File: config.mk
export PLATFORM = sky130hd
export DESIGN_NAME = udf_queue
export DESIGN_NICKNAME = d
export VERILOG_FILES = /design/src/hw/rtl/udf_pkg.sv /design/src/hw/rtl/udf_queue.sv
export SDC_FILE = /design/constraint.sdc
export NUM_CORES = 1
export LEC_CHECK = 0
export BUFFER_PORTS_ARGS = -buffer_cell sky130_fd_sc_hd__buf_2
export CAP_MARGIN = 20
export CORE_ASPECT_RATIO = 2
export CORE_MARGIN = 1.5
export CORE_UTILIZATION = 57
export CTS_BUF_LIST = sky130_fd_sc_hd__clkbuf_16
export DETAILED_ROUTE_END_ITERATION = 16
export GPL_ROUTABILITY_DRIVEN = 0
export HOLD_SLACK_MARGIN = 0.03
export PLACE_DENSITY = 0.79
export SYNTH_ARGS = -nofsm -noshare
export SYNTH_HDL_FRONTEND = slang
export SYNTH_SLANG_ARGS = --single-unit
File: constraint.sdc
create_clock -name i_clk -period 2.85 [get_ports i_clk]
set_input_delay 0.1425 -clock i_clk [delete_from_list [all_inputs] [get_ports i_clk]]
set_output_delay 0.1425 -clock i_clk [all_outputs]
set_load 0.05 [all_outputs]
File: src/hw/rtl/udf_pkg.sv
// Shared types, constants and fold table for the UTF-8 diacritic folder.
package udf_pkg;

    localparam int COUNT_WIDTH = 16;
    localparam int OUT_CNT_W   = 16;
    localparam int QUEUE_DEPTH = 4;
    localparam int QUEUE_AW    = 2;

    localparam logic [7:0] LEAD_FIRST = 8'hC3;
    localparam logic [7:0] LEAD_LAST  = 8'hC9;
    localparam logic [7:0] DASH_B0    = 8'hE2;
    localparam logic [7:0] DASH_B1    = 8'h80;
    localparam logic [7:0] DASH_B2    = 8'h94;
    localparam logic [7:0] SHARP_S    = 8'h9F;
    localparam logic [7:0] EMPTY_MARK = 8'h2E;
    localparam logic [7:0] CH_DASH    = 8'h2D;
    localparam logic [7:0] CH_S       = 8'h73;

    localparam logic [COUNT_WIDTH-1:0] COUNT_MAX = {COUNT_WIDTH{1'b1}};

    // Classified work item: up to three characters for the back end.
    typedef struct packed {
        logic [2:0]           nchar;
        logic [7:0]           c0;
        logic [7:0]           c1;
        logic [7:0]           c2;
        logic                 last;
        logic [OUT_CNT_W-1:0] count;
    } t_work;

    localparam string FOLD_ROM =
        {"AAAAAAACEEEEIIIIDNOOOOOxOUUUUYPsaaaaaaaceeeeiiiionooooo.ouuuuypy",
         "AaAaAACcCcCcCcDdDdEeEeEeEeEeGgGgGgGgHHHHIIIIIIIIIIIIJJKKKLLLLLLL",
         "LLLNNNNNNNNNOOOOOOOORRRRRRSsSsSsSsTtTtTtUuUuUuUuUuUuWwYyYZzZzZzf",
         "bBbbbbCCCDDDDQEeeffGGhiIKKllmnnFSSSSPPRSsSrtTeTUuoNYyZzZzZzzsssR",
         "....JJJLLLNNNAAIiOOUuUuUuUuUueAaAaEeGgGgKkOoOOZzjZZzGgHPNnAaEaOo",
         "AaAaEeEeIiIiOoOoRrRrUuUuSsTtZzHhNdooZzAaEeOoOoOoOoYylntjffACcLTS",
         "ZCcBUAEeJjQqRrYyaaaaccppeeeeeewfggGGghhhiiIlcllmmmnnNocwFrrrrrtt"};

    function automatic logic [7:0] fold_lookup(input logic [2:0] lead, input logic [5:0] idx);
        return 8'(FOLD_ROM[{23'd0, lead} * 64 + {26'd0, idx}]);
    endfunction

endpackage

File: src/hw/rtl/udf_queue.sv
// Short FIFO of work items between the front and back ends.
module udf_queue import udf_pkg::*; (
    input  logic  i_clk,
    input  logic  i_rst_n,
    input  logic  i_wvalid,
    output logic  o_wready,
    input  t_work i_work,
    output logic  o_rvalid,
    input  logic  i_rready,
    output t_work o_work
);
    t_work               r_mem [QUEUE_DEPTH];
    logic [QUEUE_AW-1:0] r_wp, r_rp;
    logic [QUEUE_AW:0]   r_cnt;
    logic                wr, rd;

    assign o_wready = (r_cnt != QUEUE_AW'(0) + (QUEUE_AW+1)'(QUEUE_DEPTH));
    assign o_rvalid = (r_cnt != '0);
    assign o_work   = r_mem[r_rp];
    assign wr = i_wvalid & o_wready;
    assign rd = o_rvalid & i_rready;

    // Storage
    always_ff @(posedge i_clk) begin
        if (wr) r_mem[r_wp] <= i_work;
    end

    // Pointers and fill count
    always_ff @(posedge i_clk) begin
        if (!i_rst_n) begin
            r_wp <= '0;
            r_rp <= '0;
            r_cnt <= '0;
        end else begin
            if (wr) r_wp <= r_wp + 1'b1;
            if (rd) r_rp <= r_rp + 1'b1;
            r_cnt <= r_cnt + (QUEUE_AW+1)'(wr) - (QUEUE_AW+1)'(rd);
        end
    end
endmodule

==> summary.md <==
| Metric | Value |
|---|---|
| Status | completed |
| Largest family of logic cells by synthesized area | multiplexers |
| Setup TNS | 0 ns |
| Final HPWL DP | 7.44 mm |
| Post-synth EDFFs | 176 |
| Initial Utilization | 0.585 |
| Crit path required time | 3.16 ns |
| Net Count, Synth | 333 |
| Critical Path Sink Type | register |
| Least-Margin Pin Slew | 0.598 ns |
| Slowest cell on crit path | dfxtp_1 |
| Antenna violations before repair | 1 |
| Power density cells | 947 nW/µm² |
| Synth Instances | 278 |
| DRC errors left | 0 |
| Die area | 12800 µm² |
| Max-capacitance violation count | 0 |
| RSZ-0062 raised after global routing | no |
| ANT nets after route | 0 |
| Clock share of power | 0.263 |
| Clock-pin slew on the worst setup and hold paths | 0.06 ns |
| Final cell utilization of the core | 0.724 |
| Combinational power share | 0.304 |
| Sw Ratio | 0.341 |
| Footprint of the multi-input gates | 1280 µm² |
| Xor and xnor area share after synthesis | 0.00509 |
| Worst IR Drop VDD | 0.713 mV |
| Arrival time worst endpoint | 2.69 ns |
| Worst Hold Endpoint | r_rp[0] |
| Synth Area in Compound Gates | 0.00418 |
| Share of the synthesized area in the top cell type | 0.768 |
| Hold/Removal Path Class | in2reg |
| Register-to-register setup slack | 0.47 ns |
| Final Cycle Share | 0.835 |
| Syn. warnings | 0 |
| Total number of vias | 3346 |
| CTS Sinks | 185 |
| DR pass1 iterations | 4 |
| Worst setup SP type | register |
| Pin count of the biggest net entering global routing | 45 |
| Critical Path Most Common Cell | inv_1 |
| First-pass GRT wire length | 19.1 mm |
| Post-synth ARST share | 0 |
| Switching pwr | 2750 µW |
| WL final | 12.5 mm |
| Number of buffers added on ports | 93 |
| P_leak | 0.00294 µW |
| TritonCTS clock tree | yes |
| Post-synthesis sequential element count | 185 |
| Number of global-route vias before repair | 3567 |
| Cts bufs inserted | 17 |
| Worst Path Class, Setup | reg2reg |
| Post-Synth Simple-Gate Area | 0.0133 |
| Cell Chain, Critical Path | nor2_1 -> a21boi_2 -> inv_1 -> ha_1 -> inv_1 -> ha_1 -> inv_1 -> fa_1 -> xnor2_1 -> xnor2_1 -> and2_1 |
| Max incr delay on CP | 0.45 ns |
| Initial DRC Count | 314 |
| Sequential share of power | 0.433 |
| Post-synthesis sequential area ratio | 0.794 |
| Synth-to-Final Area Change | 23.9% |
| Final Skew | 0.00800 ns |
| Sequential cell area | 5470 µm² |
| Main synth FF type | edfxtp_1 |
| Share of cells above drive strength 1 | 0.395 |
| Total I/O pin count | 94 |
| Max FO, Critical Path | 7 |
| Die W | 80.7 µm |
| GR Overflow Total | 0 |
| Cts hold-fix bufs | 44 |
| Net count reported at finish | 485 |
| Slew Limit Headroom | 0.602 |
| CTS Root Cell | clkbuf_16 |
| Slew Limit Fails | 0 |
| Largest area contributor in the netlist | edfxtp_1 |
| Post-Synth Adder-Cell Area | 0.0138 |
| Core Rows | 56 |
| Cell variety after synth | 22 |
| Worst R2R End | r_cnt[2] |
| Via density | 5.68 |
| Internal Power | 5320 µW |
| Gr usage total | 0.214 |
| Setup violators final | 0 |
| Total setup buffers inserted after CTS | 0 |
| Chip height | 158 µm |
| Clock Path Buffers | 2 |
| H-tree depth | 4 |
| Number of gates resized after cts | 0 |
| Mapped Area | 6880 µm² |
| Worst Hold Depth | 2 |
| Core footprint | 11800 µm² |
| Portion of netlist area occupied by mux cells | 0.149 |
| Area contributors post-synth | edfxtp_1, mux4_2, dfxtp_1 |
| Fillcell total | 696 |
| Final Hold Viols | 0 |
| Worst-skew pair later-pin latency | 0.41 ns |
| Routed wire per std cell | 21.3 µm |
| Min-delay src | i_rst_n |
| Avg Inst Size Synth | 24.7 µm² |
| Fmax | 0.420 GHz |
| FF-to-FF path depth | 11 |
| Fin crit period | 2.38 ns |
| Reg2reg start | r_cnt[1] |
==> layout make-up <==
| cell class | instances | area share |
|---|---|---|
| Inverter | 5 | 0.00220 |
| Sequential cell | 185 | 0.642 |
| Multi-Input combinational cell | 77 | 0.150 |
| Timing Repair Buffer | 144 | 0.121 |
| Clock inverter | 15 | 0.0132 |
| Tap cell | 145 | 0.0213 |
| Clock buffer | 17 | 0.0499 |
| Antenna cell | 1 | 0.000294 |
==> cell families after synthesis <==
| kind of cell | after synthesis |
|---|---|
| xor+xnor | 4 |
| mux | 46 |
| fa+ha+maj | 7 |
| simple gates | 17 |
| flops | 185 |
| buf+inv | 16 |
| compound gates | 3 |
==> sequential cells by signal, summed over array words and instances, names as in the netlist, named ones only <==
name and cells:
r_cnt 3, r_mem 176, r_rp 2, r_wp 2
==> layout by cell type (no fill, tap or decap), drive strengths merged <==
| cell type | count |
|---|---|
| dfxtp | 9 |
| clkinv | 5 |
| nor2 | 1 |
| xnor2 | 4 |
| ha | 6 |
| buf | 100 |
| mux4 | 44 |
| edfxtp | 176 |
| nor2b | 3 |
| fa | 1 |
| clkbuf | 17 |
| or3 | 1 |
| clkinvlp | 4 |
| dlygate4sd3 | 44 |
| and2 | 7 |
| bufinv | 1 |
| a21boi | 1 |
| diode | 1 |
| o31a | 1 |
| mux2i | 2 |
| nand2 | 5 |
| inv | 10 |
| o311ai | 1 |
==> critical path: cells and delay by family (launching register included) <==
family / cells / cell delay (ns)
fa+ha+maj: 3 / 0.78
flops: 1 / 0.45
compound gates: 1 / 0.30
xor+xnor: 2 / 0.28
simple gates: 2 / 0.27
buf+inv: 3 / 0.18
==> power groups by stage <==
stage / combinational [µW] / clock [µW] / sequential [µW]
floorplan: 2040 / 0 / 3430
global placement: 2390 / 0 / 3520
detailed placement: 2430 / 0 / 3560
CTS: 2480 / 2140 / 3510
global route: 2570 / 2250 / 3530
finish: 2450 / 2120 / 3500
==> routing by layer <==
layer	routed length [µm]	part of all wire	global-route usage	vias to the layer above
met3	651	0.052	0.0521	25
met4	345	0.028	0.0985	0
met5	0	0	0	-
met1	4620	0.37	0.255	1722
met2	6930	0.55	0.364	133
li1	-	-	-	1466
==> synth_stat cells (2+ instances only) <==
library cell	instances
ha_1	6
inv_1	5
mux2i_1	2
mux4_2	40
edfxtp_1	176
buf_2	4
and2_1	7
nand2_1	5
buf_12	4
xnor2_1	4
nor2b_1	3
dfxtp_1	9
mux4_1	4
==> how the worst max path moves through the flow <==
stage / end / slack (ns) / cells after the start / from
after floorplan: r_mem[0][0] / 0.56 / 3 / r_cnt[1]
after detailed placement: r_cnt[2] / 0.45 / 11 / r_cnt[1]
final: r_cnt[2] / 0.47 / 11 / r_cnt[1]
after global placement: r_cnt[2] / 0.57 / 11 / r_cnt[1]
after global routing: r_cnt[2] / 0.31 / 11 / r_cnt[1]
after CTS: r_cnt[2] / 0.44 / 11 / r_cnt[1]
==> metrics by stage <==
step	std cells	setup WS (ns)	cell area (µm²)	hold WS (ns)	total power, µW
2_1_floorplan	278	0.562	6880	0.241	5470
3_3_place_gp	512	0.573	7540	0.352	5920
3_5_place_dp	512	0.450	7540	0.359	5990
4_1_cts	588	0.441	8520	0.0416	8130
5_1_grt	589	0.314	8530	0.0598	8360
6_report	589	0.470	8530	0.0588	8070
No activity file was read; power rests on OpenSTA's default activity.
