$ cat src/hw/rtl/udf_pkg.sv
// Shared types, constants and fold table for the UTF-8 diacritic folder.
package udf_pkg;

    localparam int COUNT_WIDTH = 16;
    localparam int OUT_CNT_W   = 16;
    localparam int QUEUE_DEPTH = 4;
    localparam int QUEUE_AW    = 2;

    localparam logic [7:0] LEAD_FIRST = 8'hC3;
    localparam logic [7:0] LEAD_LAST  = 8'hC9;
    localparam logic [7:0] DASH_B0    = 8'hE2;
    localparam logic [7:0] DASH_B1    = 8'h80;
    localparam logic [7:0] DASH_B2    = 8'h94;
    localparam logic [7:0] SHARP_S    = 8'h9F;
    localparam logic [7:0] EMPTY_MARK = 8'h2E;
    localparam logic [7:0] CH_DASH    = 8'h2D;
    localparam logic [7:0] CH_S       = 8'h73;

    localparam logic [COUNT_WIDTH-1:0] COUNT_MAX = {COUNT_WIDTH{1'b1}};

    // Classified work item: up to three characters for the back end.
    typedef struct packed {
        logic [2:0]           nchar;
        logic [7:0]           c0;
        logic [7:0]           c1;
        logic [7:0]           c2;
        logic                 last;
        logic [OUT_CNT_W-1:0] count;
    } t_work;

    localparam string FOLD_ROM =
        {"AAAAAAACEEEEIIIIDNOOOOOxOUUUUYPsaaaaaaaceeeeiiiionooooo.ouuuuypy",
         "AaAaAACcCcCcCcDdDdEeEeEeEeEeGgGgGgGgHHHHIIIIIIIIIIIIJJKKKLLLLLLL",
         "LLLNNNNNNNNNOOOOOOOORRRRRRSsSsSsSsTtTtTtUuUuUuUuUuUuWwYyYZzZzZzf",
         "bBbbbbCCCDDDDQEeeffGGhiIKKllmnnFSSSSPPRSsSrtTeTUuoNYyZzZzZzzsssR",
         "....JJJLLLNNNAAIiOOUuUuUuUuUueAaAaEeGgGgKkOoOOZzjZZzGgHPNnAaEaOo",
         "AaAaEeEeIiIiOoOoRrRrUuUuSsTtZzHhNdooZzAaEeOoOoOoOoYylntjffACcLTS",
         "ZCcBUAEeJjQqRrYyaaaaccppeeeeeewfggGGghhhiiIlcllmmmnnNocwFrrrrrtt"};

    function automatic logic [7:0] fold_lookup(input logic [2:0] lead, input logic [5:0] idx);
        return 8'(FOLD_ROM[{23'd0, lead} * 64 + {26'd0, idx}]);
    endfunction

endpackage

$ cat src/hw/rtl/udf_back.sv
// Back end: expands work items into single-character output transfers.
module udf_back import udf_pkg::*; (
    input  logic  i_clk,
    input  logic  i_rst_n,
    input  logic  i_rvalid,
    output logic  o_rready,
    input  t_work i_work,
    output logic  o_valid,
    input  logic  i_ready,
    output logic [7:0] o_char,
    output logic  o_char_valid,
    output logic  o_string_end,
    output logic [OUT_CNT_W-1:0] o_diacritic_count
);
    logic [1:0] r_idx;
    logic       r_valid;
    logic [7:0] r_char;
    logic       r_cv, r_end;
    logic [OUT_CNT_W-1:0] r_count;
    logic       load, final_one;
    logic [2:0] nout;
    logic [7:0] ch;

    assign nout      = (i_work.nchar == 3'd0) ? 3'd1 : i_work.nchar;
    assign final_one = ({1'b0, r_idx} + 3'd1 == nout);
    assign load      = i_rvalid & (~r_valid | i_ready);
    assign o_rready  = load & final_one;

    always_comb begin
        case (r_idx)
            2'd0:    ch = i_work.c0;
            2'd1:    ch = i_work.c1;
            default: ch = i_work.c2;
        endcase
    end

    // Output register and character index
    always_ff @(posedge i_clk) begin
        if (!i_rst_n) begin
            r_valid <= 1'b0;
            r_idx <= '0;
        end else begin
            if (load) begin
                r_valid <= 1'b1;
                r_idx <= final_one ? 2'd0 : r_idx + 2'd1;
            end else if (i_ready) begin
                r_valid <= 1'b0;
            end
        end
    end

    always_ff @(posedge i_clk) begin
        if (load) begin
            r_cv    <= (i_work.nchar != 3'd0);
            r_char  <= (i_work.nchar != 3'd0) ? ch : 8'd0;
            r_end   <= final_one & i_work.last;
            r_count <= (final_one & i_work.last) ? i_work.count : '0;
        end
    end

    assign o_valid = r_valid;
    assign o_char = r_char;
    assign o_char_valid = r_cv;
    assign o_string_end = r_end;
    assign o_diacritic_count = r_count;
endmodule
$ cat config.mk
export PLATFORM = sky130hd
export DESIGN_NAME = udf_back
export DESIGN_NICKNAME = d
export VERILOG_FILES = /design/src/hw/rtl/udf_pkg.sv /design/src/hw/rtl/udf_back.sv
export SDC_FILE = /design/constraint.sdc
export NUM_CORES = 1
export LEC_CHECK = 0
export ABC_AREA = 1
export BUFFER_PORTS_ARGS = -buffer_cell sky130_fd_sc_hd__buf_4
export CORE_MARGIN = 2
export CORE_UTILIZATION = 47
export CTS_CLUSTER_DIAMETER = 30
export DETAILED_ROUTE_END_ITERATION = 16
export GPL_TIMING_DRIVEN = 1
export PLACE_DENSITY_LB_ADDON = 0.2
export SYNTH_ARGS = -nofsm -noshare
export SYNTH_HDL_FRONTEND = slang
export SYNTH_SLANG_ARGS = --single-unit
$ cat constraint.sdc
create_clock -name i_clk -period 3.4 [get_ports i_clk]
set_input_delay 0.34 -clock i_clk [delete_from_list [all_inputs] [get_ports i_clk]]
set_output_delay 0.34 -clock i_clk [all_outputs]
set_load 0.05 [all_outputs]
==> results of run 1 <==
## final timing paths
kind / slack [ps] / cells past startpoint / endpoint
worst max-delay path: 1210 / 9 / o_rready
worst min-delay path: 270 / 3 / r_idx[0]$_SDFFE_PN0P_
worst max register to register: 1670 / 5 / o_char[5]$_SDFFCE_PP0P_
worst min register to register: 540 / 2 / o_valid$_SDFFE_PN0P_
## worst max-delay path: cells and delay by family, from the launching register on
family / cells / cell delay (ps)
fa+ha+maj: 1 / 330
buf+inv: 4 / 400
flops: 1 / 450
simple gates: 4 / 360
## layer usage
layer | vias up | track usage, %
met1 | 508 | 20.27
met5 | - | 0
met3 | 8 | 6.027
met4 | 0 | 11.63
met2 | 40 | 33.93
li1 | 588 | -
## Yosys cell counts
library cell  instances  share of area (%)
nand2_1              36                9.9
inv_1                28                7.7
edfxtp_1             26                 57
nor2_1               11                3.0
nor2_2                9                4.1
a31oi_1               8                3.7
dfxtp_1               3                4.4
ha_1                  3                2.8
nand3_1               2               0.74
o21ai_0               2               0.74
a21boi_0              1               0.55
buf_2                 1               0.37
buf_6                 1               0.83
clkbuf_2              1               0.37
nand2_2               1               0.46
nand3_4               1                1.3
nor2_4                1               0.83
xor2_1                1               0.64
## stage by stage
stage	instance area (um2)	instances	hold WS [ps]	setup slack, ps
floorplan	1359	136	484.6	1253
global placement	1947	240	488.4	1683
detailed placement	1947	240	528.8	1580
CTS	1997	248	270.9	1208
global route	1997	248	280.0	1094
finish	1997	248	269.2	1207
## cells by family after synthesis
family	share of synthesized area [%]
xor+xnor	0.6447
simple gates	20.44
compound gates	4.973
fa+ha+maj	2.763
flops	61.88
buf+inv	9.299
## state kept, by name (all words and copies together) (netlist names)
signal             flops
o_char_valid           1
o_string_end           1
o_diacritic_count     16
r_idx                  2
o_char                 8
o_valid                1
## power by group through the flow
stage	Combinational (mW)	Sequential [mW]	Clock, mW
3_3_place_gp	0.273	0.443	0
6_report	0.279	0.437	0.191
5_1_grt	0.299	0.440	0.212
2_1_floorplan	0.0853	0.538	0
4_1_cts	0.281	0.437	0.194
3_5_place_dp	0.280	0.445	0
## cell type report
class,instances,area (um2)
Clock buffer,5,37.54
Clock inverter,3,12.51
Fill cell,223,760.7
Inverter,28,105.1
Multi-Input combinational cell,76,391.6
Sequential cell,29,840.8
Tap cell,31,38.79
Timing Repair Buffer,76,570.5
==> summary.md, run 1 <==
| Metric | Value |
|---|---|
| Hold path startpoint | i_rst_n |
| Pint | approximately 0.6 mW |
| Longest individual stage delay on the worst path | approximately 450 ps |
| I/O pins | 76 |
| Residual DRC count | 0 |
| Overall die area | 3337 um2 |
| Met3 WL | ~200 um |
| Max-cap viol count | 0 |
| Portion of the clock cycle consumed by the worst path in the final layout | 64.49% |
| Remaining antenna violation count | 0 |
| Insertion delay of the later-clocked pin in the worst-skew pair | between 300 and 400 ps |
| Number of CTS-inserted buffers | 5 |
| Proportion of power drawn by combinational gates | 30.8% |
| Most common library cell in the layout ignoring fill and taps | buf_4 |
| Power density of the placed cells | between 400 and 500 nW/um2 |
| Worst-case vdd ir drop | between 0.0003 and 0.0004 V |
| Met1 WL | 1147 um |
| Gpl congestion | slightly above 0.8 |
| Number of failing setup endpoints in the final timing report | 0 |
| Initial Util | 49.27% |
| Part of the total power dissipated in the clock network | between 20% and 30% |
| Synthesized cell area | 1359 um2 |
| Worst Skew | 9.444 ps |
| Routed length on met2 | between 1500 and 2000 um |
| Slowest cell on the critical path | dfxtp_1 |
| Sequential cell fraction of total power | 48.2% |
| Largest driver fanout on the critical path | 5 |
| Total power | 0.9065 mW |
| # rows | 19 |
| Number of vias in the routed layout | 1144 |
| Class of the worst hold path | in2reg |
| Buffer count from post-CTS setup fixing | 0 |
| ANT cells | 0 |
| Sequential share of the synthesized area | 61.88% |
| Longest Clk Path Bufs | 2 |
| Core outline area | around 2800 um2 |
| Clock tree from TritonCTS | done |
| Aggregate negative setup slack | 0 ps |
| Congestion Overflow GR | 0 |
| Post-detailed-placement half-perimeter wirelength | about 2300 um |
| Post-synthesis average cell area | ~10 um2 |
| Number of iterations in the first detailed-routing pass | 4 |
| Maximum number of pins on one net before global-route repair | 27 |
| Number of warnings printed during yosys synthesis | 0 |
| Status | finished, final reports clean |
| Final layout net count | 267 |
| Final Routed Wirelength | between 3000 and 4000 um |
| Max-slew violation total from the final report | 0 |
| Cts-stage hold buffer count | 0 |
| Critical path type | reg2out |
| Aggregate global-route resource usage | between 10% and 20% |
| Highest metal layer used by the detailed router | met4 |
| Synthesized netlist net count | between 150 and 200 |
| Final Hold Viols | 0 |
| Commonest cells after routing, fill and taps aside | buf_4 (76), nand2_1 (36), inv_1 (28), edfxtp_1 (26), nor2_1 (11) |
| Layout-stage area growth over the synthesis result | 46.96% |
| Clock transition at path regs | roughly 90 ps |
| Power dissipated by switching net loads | around 0.31 mW |
| Core occupancy in the finished layout | 72.41% |
| Port Buffers | 75 |
| Global-route wire length before repair | 4774 um |
| Static leakage power | roughly 1 nW |
| Routed wirelength normalized by instance count | 12.18 um |
| Source of the worst register-to-register timing path | r_idx[0]$_SDFFE_PN0P_ |
| Number of distinct library cell variants in the gate-level netlist after synthesis | 18 |
| Via count normalized by instance count | 4.613 |
| Arrival time of the worst setup path | 1850 ps |
| Type of destination of the critical path | primary output |
| Unrepaired setup endpoints after global routing | false |
| Final min period | 2193 ps |
| Count of instances resized after the clock tree is built | 0 |
| Initial drt markers | 22 |
| DIE WIDTH | 57.77 um |
| Synthesized instance count | 136 |
| #FFs+latches synth | 29 |
| Startpoint of the most critical setup path | r_idx[0]$_SDFFE_PN0P_ |
| CTS root buf | clkbuf_4 |
| Required arrival time at the worst endpoint | 3060 ps |
| H-tree depth | 2 |
| Antenna violations before repair | 0 |
| Type of origin of the critical path | flop |
| Total number of clock tree sinks | 29 |
| CP cell instances | inv_1 > ha_1 > inv_1 > nand2_1 > nand2_1 > nor2_4 > nand3_1 > inv_1 > buf_4 |
| Maximum clock rate | approximately 460 MHz |
| Most prevalent standard cell on the critical path | inv_1 |
| Max-slew headroom | 61.77% |
| Height of the chip | 57.77 um |
| Via count of the first global-routing pass | 1154 |
| Share of cells above drive strength 1 | 43.32% |
| Worst slew pin tran | 571.3 ps |
| Switching share of power | 33.93% |
Power figures use the tool's default switching activity.
==> run 2: changes to the inputs <==
--- a/config.mk
+++ b/config.mk
@@ -8,7 +8,7 @@
 export ABC_AREA = 1
 export BUFFER_PORTS_ARGS = -buffer_cell sky130_fd_sc_hd__buf_4
 export CORE_MARGIN = 2
-export CORE_UTILIZATION = 47
+export CORE_UTILIZATION = 43
 export CTS_CLUSTER_DIAMETER = 30
 export DETAILED_ROUTE_END_ITERATION = 16
 export GPL_TIMING_DRIVEN = 1
==> constraint.sdc (replaced) <==
create_clock -name i_clk -period 2.3 [get_ports i_clk]
set_input_delay 0.23 -clock i_clk [delete_from_list [all_inputs] [get_ports i_clk]]
set_output_delay 0.23 -clock i_clk [all_outputs]
set_load 0.05 [all_outputs]
==> summary.md, run 2 (synthesis results as in run 1) <==
| Metric | Value |
|---|---|
| Status | finished, final reports clean |
| Hold Path Cell Cnt | 3 (unchanged) |
| H-tree depth | 2 (unchanged) |
| Family with the most delay on the worst path | flip-flops |
| CP cell instances | inv_1 > ha_1 > inv_1 > nand2_1 > nand2_1 > nor2_4 > nand3_1 > inv_1 > buf_4 |
| Maximum number of pins on one net before global-route repair | 18 (-33%) |
| Part of the total power dissipated in the clock network | 20.1% (-0.9 points) |
| GRT met2 Usage | 28.26% (-5.7 points) |
| Max-slew violation total from the final report | 0 (unchanged) |
| Number of CTS-inserted buffers | 5 (unchanged) |
| Count of instances resized after the clock tree is built | 0 (unchanged) |
| Worst-case vdd ir drop | 0.0003686 V (-5.4%) |
| I/O pins | 76 (unchanged) |
| GR peak layer | met2 |
| Congestion Overflow GR | 0 (unchanged) |
| Buffer count from post-CTS setup fixing | 0 (unchanged) |
| Total number of clock tree sinks | 29 (unchanged) |
| Gpl congestion | 0.7412 (-8.8%) |
| Max-slew headroom | 60.51% (-1.3 points) |
| Aggregate negative setup slack | 0 ps (unchanged) |
| Endpoint of the most critical register-to-register path | o_char[4]$_SDFFCE_PP0P_ |
| DIE WIDTH | 60.22 um (+4.2%) |
| Most common library cell in the layout ignoring fill and taps | buf_4 |
| Slack of the worst reg-to-reg path | 600 ps (-1070 ps) |
| Max-cap viol count | 0 (unchanged) |
| Pint | 0.8854 mW (+48%) |
| Unrepaired setup endpoints after global routing | false |
| Number of failing setup endpoints in the final timing report | 0 (unchanged) |
| Number of vias in the routed layout | 1162 (+1.6%) |
| Required arrival time at the worst endpoint | 2070 ps (-990 ps) |
| Type of origin of the critical path | flop |
| Buf+Inv Stages, Crit Path | 4 (unchanged) |
| Arrival time of the worst setup path | 1830 ps (-20 ps) |
| Port Buffers | 75 (unchanged) |
| Largest driver fanout on the critical path | 5 (unchanged) |
| Post-detailed-placement half-perimeter wirelength | 2214 um (-3.0%) |
| ANT cells | 0 (unchanged) |
| Max reg flops | 16 (unchanged) |
| Final min period | 2058 ps |
| Overall die area | 3626 um2 (+8.6%) |
| Remaining antenna violation count | 0 (unchanged) |
| Routed wirelength normalized by instance count | 10.88 um (-11%) |
| Cts-stage hold buffer count | 0 (unchanged) |
| Slowest cell on the critical path | dfxtp_1 |
| Insertion delay of the later-clocked pin in the worst-skew pair | 310 ps (about the same) |
| Critical path type | reg2out |
| Antenna violations before repair | 0 (unchanged) |
| Maximum clock rate | 486.0 MHz |
| Switching share of power | 32.95% (-0.97 points) |
| CTS root buf | clkbuf_4 |
| Final Routed Wirelength | 2828 um (-6.4%) |
| Type of destination of the critical path | primary output |
| Power density of the placed cells | 657.6 nW/um2 (+45%) |
| Longest individual stage delay on the worst path | 430 ps (-20 ps) |
| Portion of the clock cycle consumed by the worst path in the final layout | between 80% and 90% |
| Power dissipated by switching net loads | 0.4352 mW (+42%) |
| Static leakage power | 0.9948 nW (-0.43%) |
| Most prevalent standard cell on the critical path | inv_1 |
| Clock tree from TritonCTS | done |
| Core occupancy in the finished layout | 66.32% (-6.1 points) |
| Via count normalized by instance count | 4.469 (-3.1%) |
| Worst slew pin tran | 590.2 ps (+18.93 ps) |
| Number of iterations in the first detailed-routing pass | 4 (unchanged) |
| Final Hold Viols | 0 (unchanged) |
| Global-route wire length before repair | 4312 um (-9.7%) |
| Met3 global-route usage | 6.494% (+0.47 points) |
| Hold path startpoint | i_rst_n |
| Commonest cells after routing, fill and taps aside | buf_4 (76), nand2_1 (36), inv_1 (28), edfxtp_1 (26), nor2_1 (11) |
| Final layout net count | 267 (unchanged) |
| Worst Skew | 5.328 ps (-4.117 ps) |
| Worst Hold Path EP | r_idx[1]$_SDFFE_PN0P_ |
| Share of cells above drive strength 1 | 43.06% (-0.26 points) |
| Aggregate global-route resource usage | 16.72% (-2.7 points) |
| Clock transition at path regs | 80 ps (about the same) |
| Longest Clk Path Bufs | 2 (unchanged) |
| Proportion of power drawn by combinational gates | 31.1% (+0.3 points) |
| # rows | 20 (+1) |
| Worst reg-to-reg path cell count | 5 (unchanged) |
| Initial drt markers | 32 (+45%) |
| Core outline area | 3028 um2 (+9.8%) |
| Source of the worst register-to-register timing path | r_idx[0]$_SDFFE_PN0P_ |
| Residual DRC count | 0 (unchanged) |
| Via count of the first global-routing pass | 1045 (-9.4%) |
| Initial Util | 44.88% (-4.4 points) |
| Class of the worst hold path | in2reg |
| Sequential cell fraction of total power | 48.7% (+0.5 points) |
| Global Route met1 Usage | 18.40% (-1.9 points) |
| Layout-stage area growth over the synthesis result | 47.79% |
| Height of the chip | 60.22 um (+4.2%) |
[run 2: per-stage QoR]
step / instance area [um2] / cells / power (mW) / setup WS, ps / hold slack [ps]
global placement: 1963 / 253 / 1.061 / 674.2 / 487.2
detailed placement: 1963 / 253 / 1.071 / 589.6 / 488.4
finish: 2008 / 260 / 1.321 / 242.3 / 176.3
global route: 2008 / 260 / 1.399 / 79.39 / 152.0
floorplan: 1359 / 136 / 0.9208 / 262.9 / 374.6
CTS: 2008 / 260 / 1.341 / 208.0 / 158.6
[run 2: worst register-to-register path, delay by kind of cell, from the launching register on]
| kind | cells | cell delay [ps] |
|---|---|---|
| adder cells (fa/ha/maj) | 1 | 300 |
| flip-flops | 1 | 430 |
| AND/OR/NAND/NOR | 2 | 530 |
| AO/OA/AOI/OAI | 1 | 180 |
| buffers and inverters | 1 | 90 |
[run 2: worst max path at each step]
| stage | depth (start not counted) | from | endpoint | slack (ps) |
|---|---|---|---|---|
| finish | 9 | r_idx[0]$_SDFFE_PN0P_ | o_rready | 240 |
| CTS | 9 | r_idx[0]$_SDFFE_PN0P_ | o_rready | 210 |
| detailed placement | 9 | r_idx[0]$_SDFFE_PN0P_ | o_rready | 590 |
| global route | 9 | r_idx[0]$_SDFFE_PN0P_ | o_rready | 80 |
| global placement | 9 | r_idx[0]$_SDFFE_PN0P_ | o_rready | 670 |
| floorplan | 5 | o_valid$_SDFFE_PN0P_ | o_rready | 260 |
[run 2: routing by layer]
layer	wire length (um)	vias to the layer above	part of all wire (%)
li1	-	587	-
met1	1086	508	38
met2	1419	59	50
met3	261	8	9.2
met4	60	0	2.1
met5	0	-	0
[run 2: layout make-up]
cell class	count	area, um2
Sequential cell	29	840.8
Multi-Input combinational cell	76	391.6
Fill cell	247	1020
Inverter	28	105.1
Clock buffer	6	41.29
Tap cell	44	55.05
Clock inverter	1	3.754
Timing Repair Buffer	76	570.5
[run 2: power by group through the flow]
stage	Clock (mW)	Sequential, mW	Combinational [mW]
6_report	0.266	0.644	0.411
3_3_place_gp	0	0.655	0.406
4_1_cts	0.281	0.645	0.415
3_5_place_dp	0	0.656	0.414
2_1_floorplan	0	0.795	0.126
5_1_grt	0.309	0.648	0.442
